--- config.mk ---
export PLATFORM = sky130hd
export DESIGN_NAME = ble_adv_packet_receiver_flat
export DESIGN_NICKNAME = d
export VERILOG_FILES = /design/src/sv/blap_pkg.sv /design/src/sv/blap_req_if.sv /design/src/sv/blap_rsp_if.sv /design/src/sv/ble_adv_packet_receiver.sv /design/src/sv/blap_correlator.sv /design/src/sv/blap_deframer.sv /design/src/sv/blap_rsp_stage.sv /design/src/flat_wrapper.sv
export SDC_FILE = /design/constraint.sdc
export NUM_CORES = 1
export LEC_CHECK = 0
export BUFFER_PORTS_ARGS = -buffer_cell sky130_fd_sc_hd__buf_2
export CAP_MARGIN = 10
export CORE_ASPECT_RATIO = 0.8
export CORE_MARGIN = 2
export CORE_UTILIZATION = 35
export CTS_CLUSTER_DIAMETER = 80
export DETAILED_ROUTE_END_ITERATION = 10
export SKIP_CTS_REPAIR_TIMING = 1
export SLEW_MARGIN = 0
export SYNTH_ARGS = -nofsm -noshare
export SYNTH_HDL_FRONTEND = slang
export SYNTH_SLANG_ARGS = --single-unit
--- constraint.sdc ---
create_clock -name clock -period 6.1 [get_ports clock]
set_clock_uncertainty 0.15 [all_clocks]
set_input_delay 0.305 -clock clock [delete_from_list [all_inputs] [get_ports clock]]
set_output_delay 0.305 -clock clock [all_outputs]
set_load 0.03 [all_outputs]
--- src/sv/blap_pkg.sv ---
// shared types, constants and bit-level helpers for the BLE advertising packet receiver
// no dependencies; imported by every module of the block

package blap_pkg;

   // configuration register indexes
   localparam int CSR_INDEX_W = 1;
   localparam int CSR_DATA_W  = 32;
   localparam logic [CSR_INDEX_W-1:0] CSR_ACCESS_ADDRESS = 1'd0;
   localparam logic [CSR_INDEX_W-1:0] CSR_CHANNEL        = 1'd1;

   // register reset values
   localparam logic [31:0] ACCESS_ADDRESS_RESET = 32'h8E89_BED6;
   localparam logic [5:0]  CHANNEL_RESET        = 6'd37;

   // crc and whitening constants
   localparam logic [23:0] CRC_SEED  = 24'hAA_AAAA;
   localparam logic [23:0] CRC_POLY  = 24'h5A_6000;
   localparam logic [7:0]  WHITE_TAP = 8'h11;
   localparam logic [7:0]  WHITE_SET = 8'h02;

   // header checks
   localparam logic [3:0] PDU_TYPE_MAX = 4'd6;
   localparam logic [5:0] PDU_LEN_MIN  = 6'd1;
   localparam logic [6:0] CRC_BYTES    = 7'd3;

   // result kinds
   localparam logic [1:0] KIND_HEADER  = 2'd0;
   localparam logic [1:0] KIND_PAYLOAD = 2'd1;
   localparam logic [1:0] KIND_CRC     = 2'd2;

   typedef enum logic [1:0] {
      PH_SEARCH = 2'd0,
      PH_HEADER = 2'd1,
      PH_DATA   = 2'd2
   } phase_type;

   typedef struct packed {
      logic [1:0]  kind;
      logic [15:0] value;
      logic        last;
      logic        crc_ok;
   } rsp_type;

   // whitening seed: bit-reversed 6-bit channel in an 8-bit field, bit 1 set
   function automatic logic [7:0] white_seed(input logic [5:0] ch);
      white_seed = {ch[0], ch[1], ch[2], ch[3], ch[4], ch[5], 1'b0, 1'b0} | WHITE_SET;
   endfunction

   // advance the whitening lfsr by one bit
   function automatic logic [7:0] white_step(input logic [7:0] lfsr);
      logic [7:0] t;
      t = lfsr[7] ? (lfsr ^ WHITE_TAP) : lfsr;
      white_step = {t[6:0], 1'b0};
   endfunction

   // advance the crc register by one data bit
   function automatic logic [23:0] crc_step(input logic [23:0] crc, input logic d);
      logic [23:0] t;
      t = {1'b0, crc[23:1]};
      if (crc[0] ^ d) begin
         t = {1'b1, t[22:0]} ^ CRC_POLY;
      end
      crc_step = t;
   endfunction

endpackage

--- src/sv/blap_req_if.sv ---
// request channel: one demodulated bit per transaction
// no dependencies

interface blap_req_if;
   logic valid;
   logic ready;
   logic in_bit;

   modport source (output valid, output in_bit, input ready);
   modport sink   (input valid, input in_bit, output ready);
endinterface

--- src/sv/blap_rsp_if.sv ---
// response channel: header word, payload byte or crc byte per transaction
// no dependencies

interface blap_rsp_if;
   logic        valid;
   logic        ready;
   logic [1:0]  kind;
   logic [15:0] value;
   logic        last;
   logic        crc_ok;

   modport source (output valid, output kind, output value, output last, output crc_ok,
                   input ready);
   modport sink   (input valid, input kind, input value, input last, input crc_ok,
                   output ready);
endinterface

--- src/sv/ble_adv_packet_receiver.sv ---
// top level of the BLE advertising packet receiver: config registers and submodule wiring
// depends on blap_pkg, blap_req_if, blap_rsp_if, blap_correlator, blap_deframer,
// blap_rsp_stage

// Takes one demodulated bit per request transaction, in air order, and takes a new bit
// in every cycle: the correlator and the deframer state machine handle each bit as it is
// accepted, and a result enters the output register at the edge that accepts the
// bit that completes it, so it is offered from the next cycle on. Request ready drops
// only while a result sits in the output register and the response side is not ready. A
// packet starts when the last 32 bits, first bit as lsb, equal access_address; it yields
// a header word, one response per payload byte, and three crc bytes, the last flagged
// with last and crc_ok. Headers with length 0 or 1 or PDU type above 6 are dropped
// silently. Change access_address and channel only while idle.

module ble_adv_packet_receiver
   import blap_pkg::*;
(
   input  logic                   clock,
   input  logic                   reset,
   input  logic                   csr_we,
   input  logic [CSR_INDEX_W-1:0] csr_index,
   input  logic [CSR_DATA_W-1:0]  csr_wdata,
   blap_req_if.sink               req_bus,
   blap_rsp_if.source             rsp_bus
);

   logic [31:0] access_address_ff;
   logic [5:0]  channel_ff;
   logic        step;
   logic        free;
   logic        match;
   logic        emit;
   rsp_type     result;

   // configuration registers
   always_ff @(posedge clock) begin
      if (reset) begin
         access_address_ff <= ACCESS_ADDRESS_RESET;
         channel_ff        <= CHANNEL_RESET;
      end else if (csr_we) begin
         unique case (csr_index)
            CSR_ACCESS_ADDRESS: access_address_ff <= csr_wdata[31:0];
            CSR_CHANNEL:        channel_ff        <= csr_wdata[5:0];
            default:            ;
         endcase
      end
   end

   // request handshake
   assign req_bus.ready = free;
   assign step          = req_bus.valid && free;

   blap_correlator u_correlator (
      .clock          (clock),
      .reset          (reset),
      .step           (step),
      .in_bit         (req_bus.in_bit),
      .access_address (access_address_ff),
      .match          (match)
   );

   blap_deframer u_deframer (
      .clock   (clock),
      .reset   (reset),
      .step    (step),
      .in_bit  (req_bus.in_bit),
      .match   (match),
      .channel (channel_ff),
      .emit    (emit),
      .result  (result)
   );

   blap_rsp_stage u_rsp_stage (
      .clock   (clock),
      .reset   (reset),
      .load    (step),
      .emit    (emit),
      .result  (result),
      .free    (free),
      .rsp_bus (rsp_bus)
   );

endmodule

--- src/sv/blap_correlator.sv ---
// bit window and access address correlator
// depends on blap_pkg

module blap_correlator
   import blap_pkg::*;
(
   input  logic        clock,
   input  logic        reset,
   input  logic        step,
   input  logic        in_bit,
   input  logic [31:0] access_address,
   output logic        match
);

   logic [31:0] window_ff;
   logic [31:0] window_in;
   logic [31:0] addr_rev;

   // first received bit is the address lsb, so compare against the reversed address
   always_comb begin
      for (int i = 0; i < 32; i++) begin
         addr_rev[i] = access_address[31-i];
      end
   end

   assign window_in = {window_ff[30:0], in_bit};
   assign match     = (window_in == addr_rev);

   // window shifts on every accepted bit
   always_ff @(posedge clock) begin
      if (reset) begin
         window_ff <= '0;
      end else if (step) begin
         window_ff <= window_in;
      end
   end

endmodule

--- src/sv/blap_deframer.sv ---
// packet state machine: dewhitening, crc, header check and byte assembly
// depends on blap_pkg

module blap_deframer
   import blap_pkg::*;
(
   input  logic       clock,
   input  logic       reset,
   input  logic       step,
   input  logic       in_bit,
   input  logic       match,
   input  logic [5:0] channel,
   output logic       emit,
   output rsp_type    result
);

   phase_type   phase_ff, phase_in;
   logic [7:0]  whiten_ff, whiten_in;
   logic [4:0]  bit_count_ff, bit_count_in;
   logic [6:0]  byte_count_ff, byte_count_in;
   logic [5:0]  pdu_length_ff, pdu_length_in;
   logic [23:0] crc_ff, crc_in;
   logic [23:0] asm_ff, asm_in;

   logic        d;
   logic [23:0] asm_next;
   logic [23:0] crc_next;
   logic [4:0]  bit_inc;
   logic [6:0]  byte_inc;
   logic [15:0] hdr;
   logic [5:0]  hdr_len;
   logic [3:0]  hdr_type;

   // per-bit datapath shared by header and data phases
   assign d        = in_bit ^ whiten_ff[7];
   assign asm_next = {d, asm_ff[23:1]};
   assign crc_next = crc_step(crc_ff, d);
   assign bit_inc  = bit_count_ff + 5'd1;
   assign byte_inc = byte_count_ff + 7'd1;
   assign hdr      = {asm_next[15:8], asm_next[23:16]};
   assign hdr_len  = hdr[5:0];
   assign hdr_type = hdr[11:8];

   // state register
   always_ff @(posedge clock) begin
      if (reset) begin
         phase_ff      <= PH_SEARCH;
         whiten_ff     <= white_seed(CHANNEL_RESET);
         bit_count_ff  <= '0;
         byte_count_ff <= '0;
         pdu_length_ff <= '0;
         crc_ff        <= CRC_SEED;
         asm_ff        <= '0;
      end else if (step) begin
         phase_ff      <= phase_in;
         whiten_ff     <= whiten_in;
         bit_count_ff  <= bit_count_in;
         byte_count_ff <= byte_count_in;
         pdu_length_ff <= pdu_length_in;
         crc_ff        <= crc_in;
         asm_ff        <= asm_in;
      end
   end

   // next state and result
   always_comb begin
      phase_in      = phase_ff;
      whiten_in     = whiten_ff;
      bit_count_in  = bit_count_ff;
      byte_count_in = byte_count_ff;
      pdu_length_in = pdu_length_ff;
      crc_in        = crc_ff;
      asm_in        = asm_ff;
      emit          = 1'b0;
      result        = '{kind: KIND_HEADER, value: hdr, last: 1'b0, crc_ok: 1'b0};

      unique case (phase_ff)
         PH_HEADER: begin
            whiten_in    = white_step(whiten_ff);
            asm_in       = asm_next;
            crc_in       = crc_next;
            bit_count_in = bit_inc;
            if (bit_inc == 5'd16) begin
               if (hdr_len <= PDU_LEN_MIN || hdr_type > PDU_TYPE_MAX) begin
                  phase_in = PH_SEARCH;
               end else begin
                  pdu_length_in = hdr_len;
                  bit_count_in  = '0;
                  byte_count_in = '0;
                  phase_in      = PH_DATA;
                  emit          = 1'b1;
               end
            end
         end
         PH_DATA: begin
            whiten_in    = white_step(whiten_ff);
            asm_in       = asm_next;
            bit_count_in = bit_inc;
            // in this phase the crc takes payload bytes only, not the received crc bytes
            if (byte_count_ff < {1'b0, pdu_length_ff}) begin
               crc_in = crc_next;
            end
            if (bit_inc[3]) begin
               bit_count_in  = '0;
               byte_count_in = byte_inc;
               emit          = 1'b1;
               result.value  = {8'd0, asm_next[23:16]};
               if (byte_inc <= {1'b0, pdu_length_ff}) begin
                  result.kind = KIND_PAYLOAD;
               end else begin
                  result.kind = KIND_CRC;
                  if (byte_inc >= ({1'b0, pdu_length_ff} + CRC_BYTES)) begin
                     result.last   = 1'b1;
                     result.crc_ok = (asm_next == crc_in);
                     phase_in      = PH_SEARCH;
                  end
               end
            end
         end
         default: begin
            // search, also the unused phase code
            phase_in = PH_SEARCH;
            if (match) begin
               whiten_in     = white_seed(channel);
               crc_in        = CRC_SEED;
               bit_count_in  = '0;
               byte_count_in = '0;
               asm_in        = '0;
               phase_in      = PH_HEADER;
            end
         end
      endcase
   end

endmodule

--- src/sv/blap_rsp_stage.sv ---
// output register that holds one result until the sink takes it
// depends on blap_pkg and blap_rsp_if

module blap_rsp_stage
   import blap_pkg::*;
(
   input  logic    clock,
   input  logic    reset,
   input  logic    load,
   input  logic    emit,
   input  rsp_type result,
   output logic    free,
   blap_rsp_if.source rsp_bus
);

   logic    valid_ff, valid_in;
   rsp_type data_ff;

   // a new transaction may enter when the register is empty or drains this cycle
   assign free = !valid_ff || rsp_bus.ready;

   always_comb begin
      valid_in = valid_ff;
      if (load) begin
         valid_in = emit;
      end else if (rsp_bus.ready) begin
         valid_in = 1'b0;
      end
   end

   // valid flag
   always_ff @(posedge clock) begin
      if (reset) begin
         valid_ff <= 1'b0;
      end else begin
         valid_ff <= valid_in;
      end
   end

   // payload
   always_ff @(posedge clock) begin
      if (load && emit) begin
         data_ff <= result;
      end
   end

   assign rsp_bus.valid  = valid_ff;
   assign rsp_bus.kind   = data_ff.kind;
   assign rsp_bus.value  = data_ff.value;
   assign rsp_bus.last   = data_ff.last;
   assign rsp_bus.crc_ok = data_ff.crc_ok;

endmodule

--- src/flat_wrapper.sv ---
// flat-port wrapper written by rule: the top's interface ports become plain ports
module ble_adv_packet_receiver_flat import blap_pkg::*;
  (clock, reset, csr_we, csr_index, csr_wdata, req_bus_valid, req_bus_in_bit, req_bus_ready, rsp_bus_valid, rsp_bus_kind, rsp_bus_value, rsp_bus_last, rsp_bus_crc_ok, rsp_bus_ready);
  blap_req_if req_bus_i ();
  blap_rsp_if rsp_bus_i ();
  input  logic clock;
  input  logic reset;
  input  logic csr_we;
  input  logic [CSR_INDEX_W-1:0] csr_index;
  input  logic [CSR_DATA_W-1:0] csr_wdata;
  input wire logic [$bits(req_bus_i.valid)-1:0] req_bus_valid;
  input wire logic [$bits(req_bus_i.in_bit)-1:0] req_bus_in_bit;
  output wire logic [$bits(req_bus_i.ready)-1:0] req_bus_ready;
  output wire logic [$bits(rsp_bus_i.valid)-1:0] rsp_bus_valid;
  output wire logic [$bits(rsp_bus_i.kind)-1:0] rsp_bus_kind;
  output wire logic [$bits(rsp_bus_i.value)-1:0] rsp_bus_value;
  output wire logic [$bits(rsp_bus_i.last)-1:0] rsp_bus_last;
  output wire logic [$bits(rsp_bus_i.crc_ok)-1:0] rsp_bus_crc_ok;
  input wire logic [$bits(rsp_bus_i.ready)-1:0] rsp_bus_ready;
  assign req_bus_i.valid = req_bus_valid;
  assign req_bus_i.in_bit = req_bus_in_bit;
  assign req_bus_ready = req_bus_i.ready;
  assign rsp_bus_valid = rsp_bus_i.valid;
  assign rsp_bus_kind = rsp_bus_i.kind;
  assign rsp_bus_value = rsp_bus_i.value;
  assign rsp_bus_last = rsp_bus_i.last;
  assign rsp_bus_crc_ok = rsp_bus_i.crc_ok;
  assign rsp_bus_i.ready = rsp_bus_ready;
  ble_adv_packet_receiver u_core (.clock(clock), .reset(reset), .csr_we(csr_we), .csr_index(csr_index), .csr_wdata(csr_wdata), .req_bus(req_bus_i), .rsp_bus(rsp_bus_i));
endmodule
== Word level (Yosys, flattened, before mapping) ==
Cells that the tools add are included.

* Register bits: 166
* Latch bits: 0
* RAM bits: 0
* Bits in read-only memories: 0
* Bits of input ports: 39
* Logic and storage cells: 99
* Memories kept: 0

* Add/subtract/negate cells: 3
* Multipliers: 0
* Div/mod/pow operators: 0
* $lt $le $gt $ge: 5
* Equal/unequal tests: 10
* Shift-type cells: 0
* Mux-type cells: 38
* Bitwise operators: 9
* Reductions and logical operators: 19

{| class="wikitable"
|+ Operator list
! operator !! number
|-
| 24-bit two-way mux || 6
|-
| 24-bit case mux with 2 select lines || 1
|-
| 18-bit two-way mux || 2
|-
| 32-bit == test || 1
|-
| 7-bit two-way mux || 4
|-
| 5-bit two-way mux || 5
|-
| 24-bit == test || 1
|-
| 2-bit two-way mux || 8
|-
| 8-bit two-way mux || 2
|-
| 7-bit case mux with 2 select lines || 1
|-
| 2-bit != test, second input constant || 5
|-
| 5-bit case mux with 2 select lines || 1
|-
| 2-bit AND reduction || 5
|-
| 5-bit AND reduction || 2
|-
| 6-bit by 2-bit adder with 7-bit output, second input constant || 1
|-
| 7-bit by 1-bit adder with 7-bit output, second input constant || 1
|-
| 7-bit >= comparator || 1
|-
| 7-bit by 6-bit less-or-equal comparator with 1-bit output || 1
|-
| 7-bit by 6-bit < comparator with 1-bit output || 1
|-
| 6-bit by 1-bit less-or-equal comparator with 1-bit output, second input constant || 1
|-
| 1-bit two-way mux || 6
|-
| 6-bit inverter || 1
|-
| 5-bit by 1-bit adder with 5-bit output, second input constant || 1
|-
| 5-bit == test, second input constant || 1
|-
| other kinds (17) || 25
|}

== Longest topological paths before layout ==
* Depth in word-level cells: 10
* Gate-level depth with buffers: 12

== By module ==
From an unflattened synthesis, not the netlist that was laid out.

* Cell total of the unflattened synthesis: 877
* Area total of the unflattened synthesis: 8156.6 µm²

{| class="wikitable"
|+ Modules (own cells, without submodules)
! module !! times used !! cells each !! area each (µm²)
|-
| blap_deframer || 1 || 543 || 4404.2
|-
| ble_adv_packet_receiver || 1 || 166 || 1659.1
|-
| blap_correlator || 1 || 143 || 1432.6
|-
| blap_rsp_stage || 1 || 25 || 660.6
|}

== Worst setup path after synthesis ==
OpenSTA, ideal clock, no wires.

* Path kind: register to register
* From: register u_core.u_deframer.byte_count_ff[0]
* To: register u_core.u_rsp_stage.data_ff (netlist bit u_core.u_rsp_stage.rsp_bus.crc_ok), data pin
* Arrival: 2.590 ns
* Data required time: 5.781 ns
* Slack: 3.191 ns
* Stages on the path, launching flop included: 12
* Clock period less this slack: 2.909 ns
* Cells stage by stage: dfxtp_1 ha_1 nand3_1 xnor2_1 ha_1 nand3_1 a21oi_1 a211oi_1 o21ai_0 nand2_1 or4_1 nor4b_2

* Cells in the longest elaborated chain, start to end: 4
* Elaborated cells on any way between the ends: 9
* Classes of those cells: add/sub: 1; order compare: 3; eq/ne: 1; mux: 2; bitwise: 1; reduce/logical: 1

{| class="wikitable"
|+ RTL lines
! what !! RTL line !! RTL
|-
| start: declaration || blap_deframer.sv:20 || <nowiki>logic [6:0] byte_count_ff, byte_count_in;</nowiki>
|-
| start signal: assignment || blap_deframer.sv:58 || <nowiki>byte_count_ff <= byte_count_in;</nowiki>
|-
| 7-bit by 1-bit adder with 7-bit output / 7-bit by 6-bit < comparator with 1-bit output (equally long branches) || blap_deframer.sv:39, blap_deframer.sv:100 ||
|-
| 7-bit >= comparator / 24-bit two-way mux (equally long branches) || blap_deframer.sv:112, blap_deframer.sv:100 ||
|-
| 1-bit inverter (no line) / 24-bit two-way mux (equally long branches) || - ||
|-
| 4-bit OR reduction (no line) / 24-bit == test (equally long branches) || - ||
|-
| end signal: assignment || blap_rsp_stage.sv:43 || <nowiki>data_ff <= result;</nowiki>
|-
| end: declaration || blap_rsp_stage.sv:17 || <nowiki>rsp_type data_ff;</nowiki>
|}

Several ways; a longest one is shown, not always the timed one. The select of a mux whose other input is x is not followed.
A chain may end at the register's enable or synchronous reset.

== Worst setup path after layout ==
Same ends and word-level chain as after synthesis.

==> flow_metrics.env <==
export IMPL_synth_top_family_by_area="simple AND/OR/NAND/NOR gates"
export IMPL_vias=6368
export IMPL_grt_pass1_wl_mm=30.4
export IMPL_rsz0062_at_grt="false"
export IMPL_final_period_utilization=0.561
export IMPL_cts_tree="done"
export IMPL_fp_row_count=48
export IMPL_vdd_ir_drop_max_mv=0.194
export IMPL_cp_start_kind="register"
export IMPL_cp_arrival_ns=3.52
export IMPL_cts_sinks=164
export IMPL_slew_headroom=0.458
export IMPL_drt_pass1_iter_count=9
export IMPL_synth_edff_count=20
export IMPL_max_freq_ghz=0.292
export IMPL_crit_type="reg2reg"
export IMPL_powerDensity_mw_per_mm2=248
export IMPL_synth_adder_area_share=0.0383
export IMPL_synth_compound_area_frac=0.157
export IMPL_register_area_mm2=0.00348
export IMPL_synth_simple_area_share=0.200
export IMPL_syn_area_per_cell_um2=8.80
export IMPL_cap_violations=0
export IMPL_syn_area_mm2=0.00783
export IMPL_via_per_inst=5.02
export IMPL_synth_seq_cells=164
export IMPL_design_portCount=61
export IMPL_run_status="finished, final reports clean"
export IMPL_crit_required_ns=6.20
export IMPL_syn_to_final_growth_pct=17.9
export IMPL_cts_root_buf="clkbuf_16"
export IMPL_yosysSeqAreaShare=0.445
export IMPL_grt_max_degree=78
export IMPL_dp_hpwl_mm=12.9
export IMPL_die_width_um=171
export IMPL_yosys_most_used_dff="dfxtp_1"
export IMPL_die_h_um=138
export IMPL_fin_cells=1268
export IMPL_hp_class="in2reg"
export IMPL_diodes=0
export IMPL_dr_first_iter_drc_count=567
export IMPL_path_max_fanout=7
export IMPL_ys_warn_count=0
export IMPL_slew_violations=0
export IMPL_overflow=0
export IMPL_drtAntennaViolNets=0
export IMPL_cp_slowest_cell="or4_1"
export IMPL_postRouteWirelength_mm=19.1
export IMPL_utilization=0.425
export IMPL_portBuffers=60
export IMPL_syn_num_nets=953
export IMPL_start_util=0.360
export IMPL_insertion_delay_ns=0.42
export IMPL_gp_congestion=0.867
export IMPL_path_cells="ha_1, nand3_1, xnor2_1, ha_1, nand3_1, a21oi_1, a211oi_1, o21ai_0, nand2_1, or4_1, nor4b_2"
export IMPL_p_total_mw=2.30
export IMPL_synth_lib_cells_used_distinct=56
export IMPL_hold_viol=0
export IMPL_die_area_mm2=0.0236
export IMPL_fill_cells=2221
export IMPL_max_clock_path_buffers=2
export IMPL_end_kind="register"
export IMPL_grt_usage=0.164
export IMPL_multi_input_area_mm2=0.00405
export IMPL_tns_ns=0
export IMPL_drc=0
export IMPL_drive_gt1_frac=0.118
export IMPL_synth_area_mux_share=0.0315
export IMPL_cpPeakStageDelay_ns=0.55
export IMPL_core_mm2=0.0217
export IMPL_synthArstFlopShare=0
export IMPL_ff2ff_setup_slack_ns=2.68
export IMPL_p_leak_nw=3.68
export IMPL_nets=1018
export IMPL_path_clk_slew_ns=0.06
export IMPL_finish_instance_area_mm2=0.00924
export IMPL_worst_pin_slew_ns=0.813
export IMPL_wire_per_inst_um=15.1
export IMPL_cts_buffers=17
export IMPL_netlist_instances=890
export IMPL_grt_antenna_before_repair=0
export IMPL_place_area_mm2=0.00837
export IMPL_htreeDepth=4
export IMPL_final_setup_viol_count=0
export IMPL_min_period_ns=3.42
export IMPL_synth_xor_area_share=0.0890
export IMPL_placed_cells=1207
export IMPL_grt_pass1_vias=5673
==> cell usage in the layout (no fill, tap or decap), types with 12 or more instances in the layout <==
cell type,netlist,layout
clkbuf_16,0,17
nand2b_1,13,13
nor2_1,66,66
xor2_1,52,52
a22o_1,12,12
nand2_1,151,151
dlygate4sd3_1,0,29
inv_1,25,25
o21ai_0,25,24
nor4_1,12,12
edfxtp_1,20,20
dfxtp_1,144,144
nand3b_1,23,23
a21oi_1,79,79
buf_2,6,59
a211o_1,16,16
ha_1,24,24
mux2i_1,19,19
nand3_1,15,15
a22oi_1,25,25
xnor2_1,25,25
==> cell usage after synthesis, types with 3 or more instances <==
master	count	area (µm²)
a211o_1	16	140
a211oi_1	3	22.5
a21o_1	7	52.6
a21oi_1	79	395
a22o_1	12	105
a22oi_1	25	188
a31oi_1	3	18.8
and2_1	9	56.3
and3_1	3	18.8
buf_2	6	30.0
clkbuf_1	41	154
dfxtp_1	144	2880
edfxtp_1	20	601
ha_1	24	300
inv_1	25	93.8
mux2_2	5	56.3
mux2i_1	19	190
nand2_1	151	567
nand2b_1	13	81.3
nand3_1	15	75.1
nand3b_1	23	173
nand4_1	6	37.5
nor2_1	66	248
nor2b_1	11	68.8
nor3_1	9	45.0
nor4_1	12	75.1
o21ai_0	25	125
o22ai_1	4	25.0
o41ai_1	3	26.3
or2_2	3	18.8
or4_1	4	30.0
xnor2_1	25	219
xor2_1	52	455
==> cells by family (layout without fill, tap and decap cells) <==
family / count (synthesis) / in the layout
compound gates: 191 / 191
mux: 24 / 24
fa+ha+maj: 24 / 24
xor+xnor: 78 / 78
buf+inv: 76 / 154
flops: 164 / 164
simple gates: 333 / 333
==> worst max-delay path, delay by kind of cell, from the launching register on <==
family                   cells  cell delay, ns
AO/OA/AOI/OAI                3            0.61
XOR/XNOR                     1            0.21
adder cells (fa/ha/maj)      2            0.59
flip-flops                   1            0.44
AND/OR/NAND/NOR              5            1.27
==> per-layer routing <==
metal,global-route usage,vias up,wire length [µm],share of wire
met5,0,-,0,0
met4,0.0395,0,155,0.0081
met3,0.0359,12,795,0.042
li1,-,3213,-,-
met1,0.248,3015,10100,0.53
met2,0.234,128,8110,0.42
==> state kept, by name (all words and copies together) (netlist names), 2 cells and up <==
name,cells
u_core.u_deframer.asm_ff,23
u_core.u_deframer.crc_ff,24
u_core.u_rsp_stage.rsp_bus.kind,2
u_core.channel_ff,6
u_core.u_deframer.phase_ff,2
u_core.u_deframer.whiten_ff,7
u_core.u_correlator.window_ff,31
u_core.u_deframer.pdu_length_ff,6
u_core.u_rsp_stage.rsp_bus.value,16
u_core.u_deframer.byte_count_ff,7
u_core.u_deframer.bit_count_ff,5
u_core.access_address_ff,32
==> final timing paths <==
check / startpoint / end / cells after the start
max: u_core.u_deframer.byte_count_ff[0] / u_core.u_rsp_stage.rsp_bus.crc_ok / 11
min: csr_wdata[1] / u_core.access_address_ff[1] / 3
max reg2reg: u_core.u_deframer.byte_count_ff[0] / u_core.u_rsp_stage.rsp_bus.crc_ok / 11
min reg2reg: u_core.channel_ff[3] / u_core.channel_ff[3] / 2
==> per-stage QoR <==
stage	hold WS (ns)	worst slack, ns
finish	0.00820	2.68
global route	0.0120	2.34
CTS	-0.0741	2.61
detailed placement	0.296	2.63
global placement	0.295	2.67
floorplan	0.276	3.19
==> final cells by class <==
type,count,area share
Sequential cell,164,0.377
Multi-Input combinational cell,650,0.439
Inverter,25,0.0102
Timing Repair Buffer,97,0.0707
Clock buffer,19,0.0469
Tap cell,300,0.0406
Clock inverter,13,0.0160
==> power breakdown <==
group,switching (mW),internal (mW),total [mW]
combinational,0.0596,0.0461,0.106
clock,0.464,0.612,1.08
sequential,0.0105,1.10,1.11
total,0.534,1.76,2.30
(Power assumes the default switching activity.)
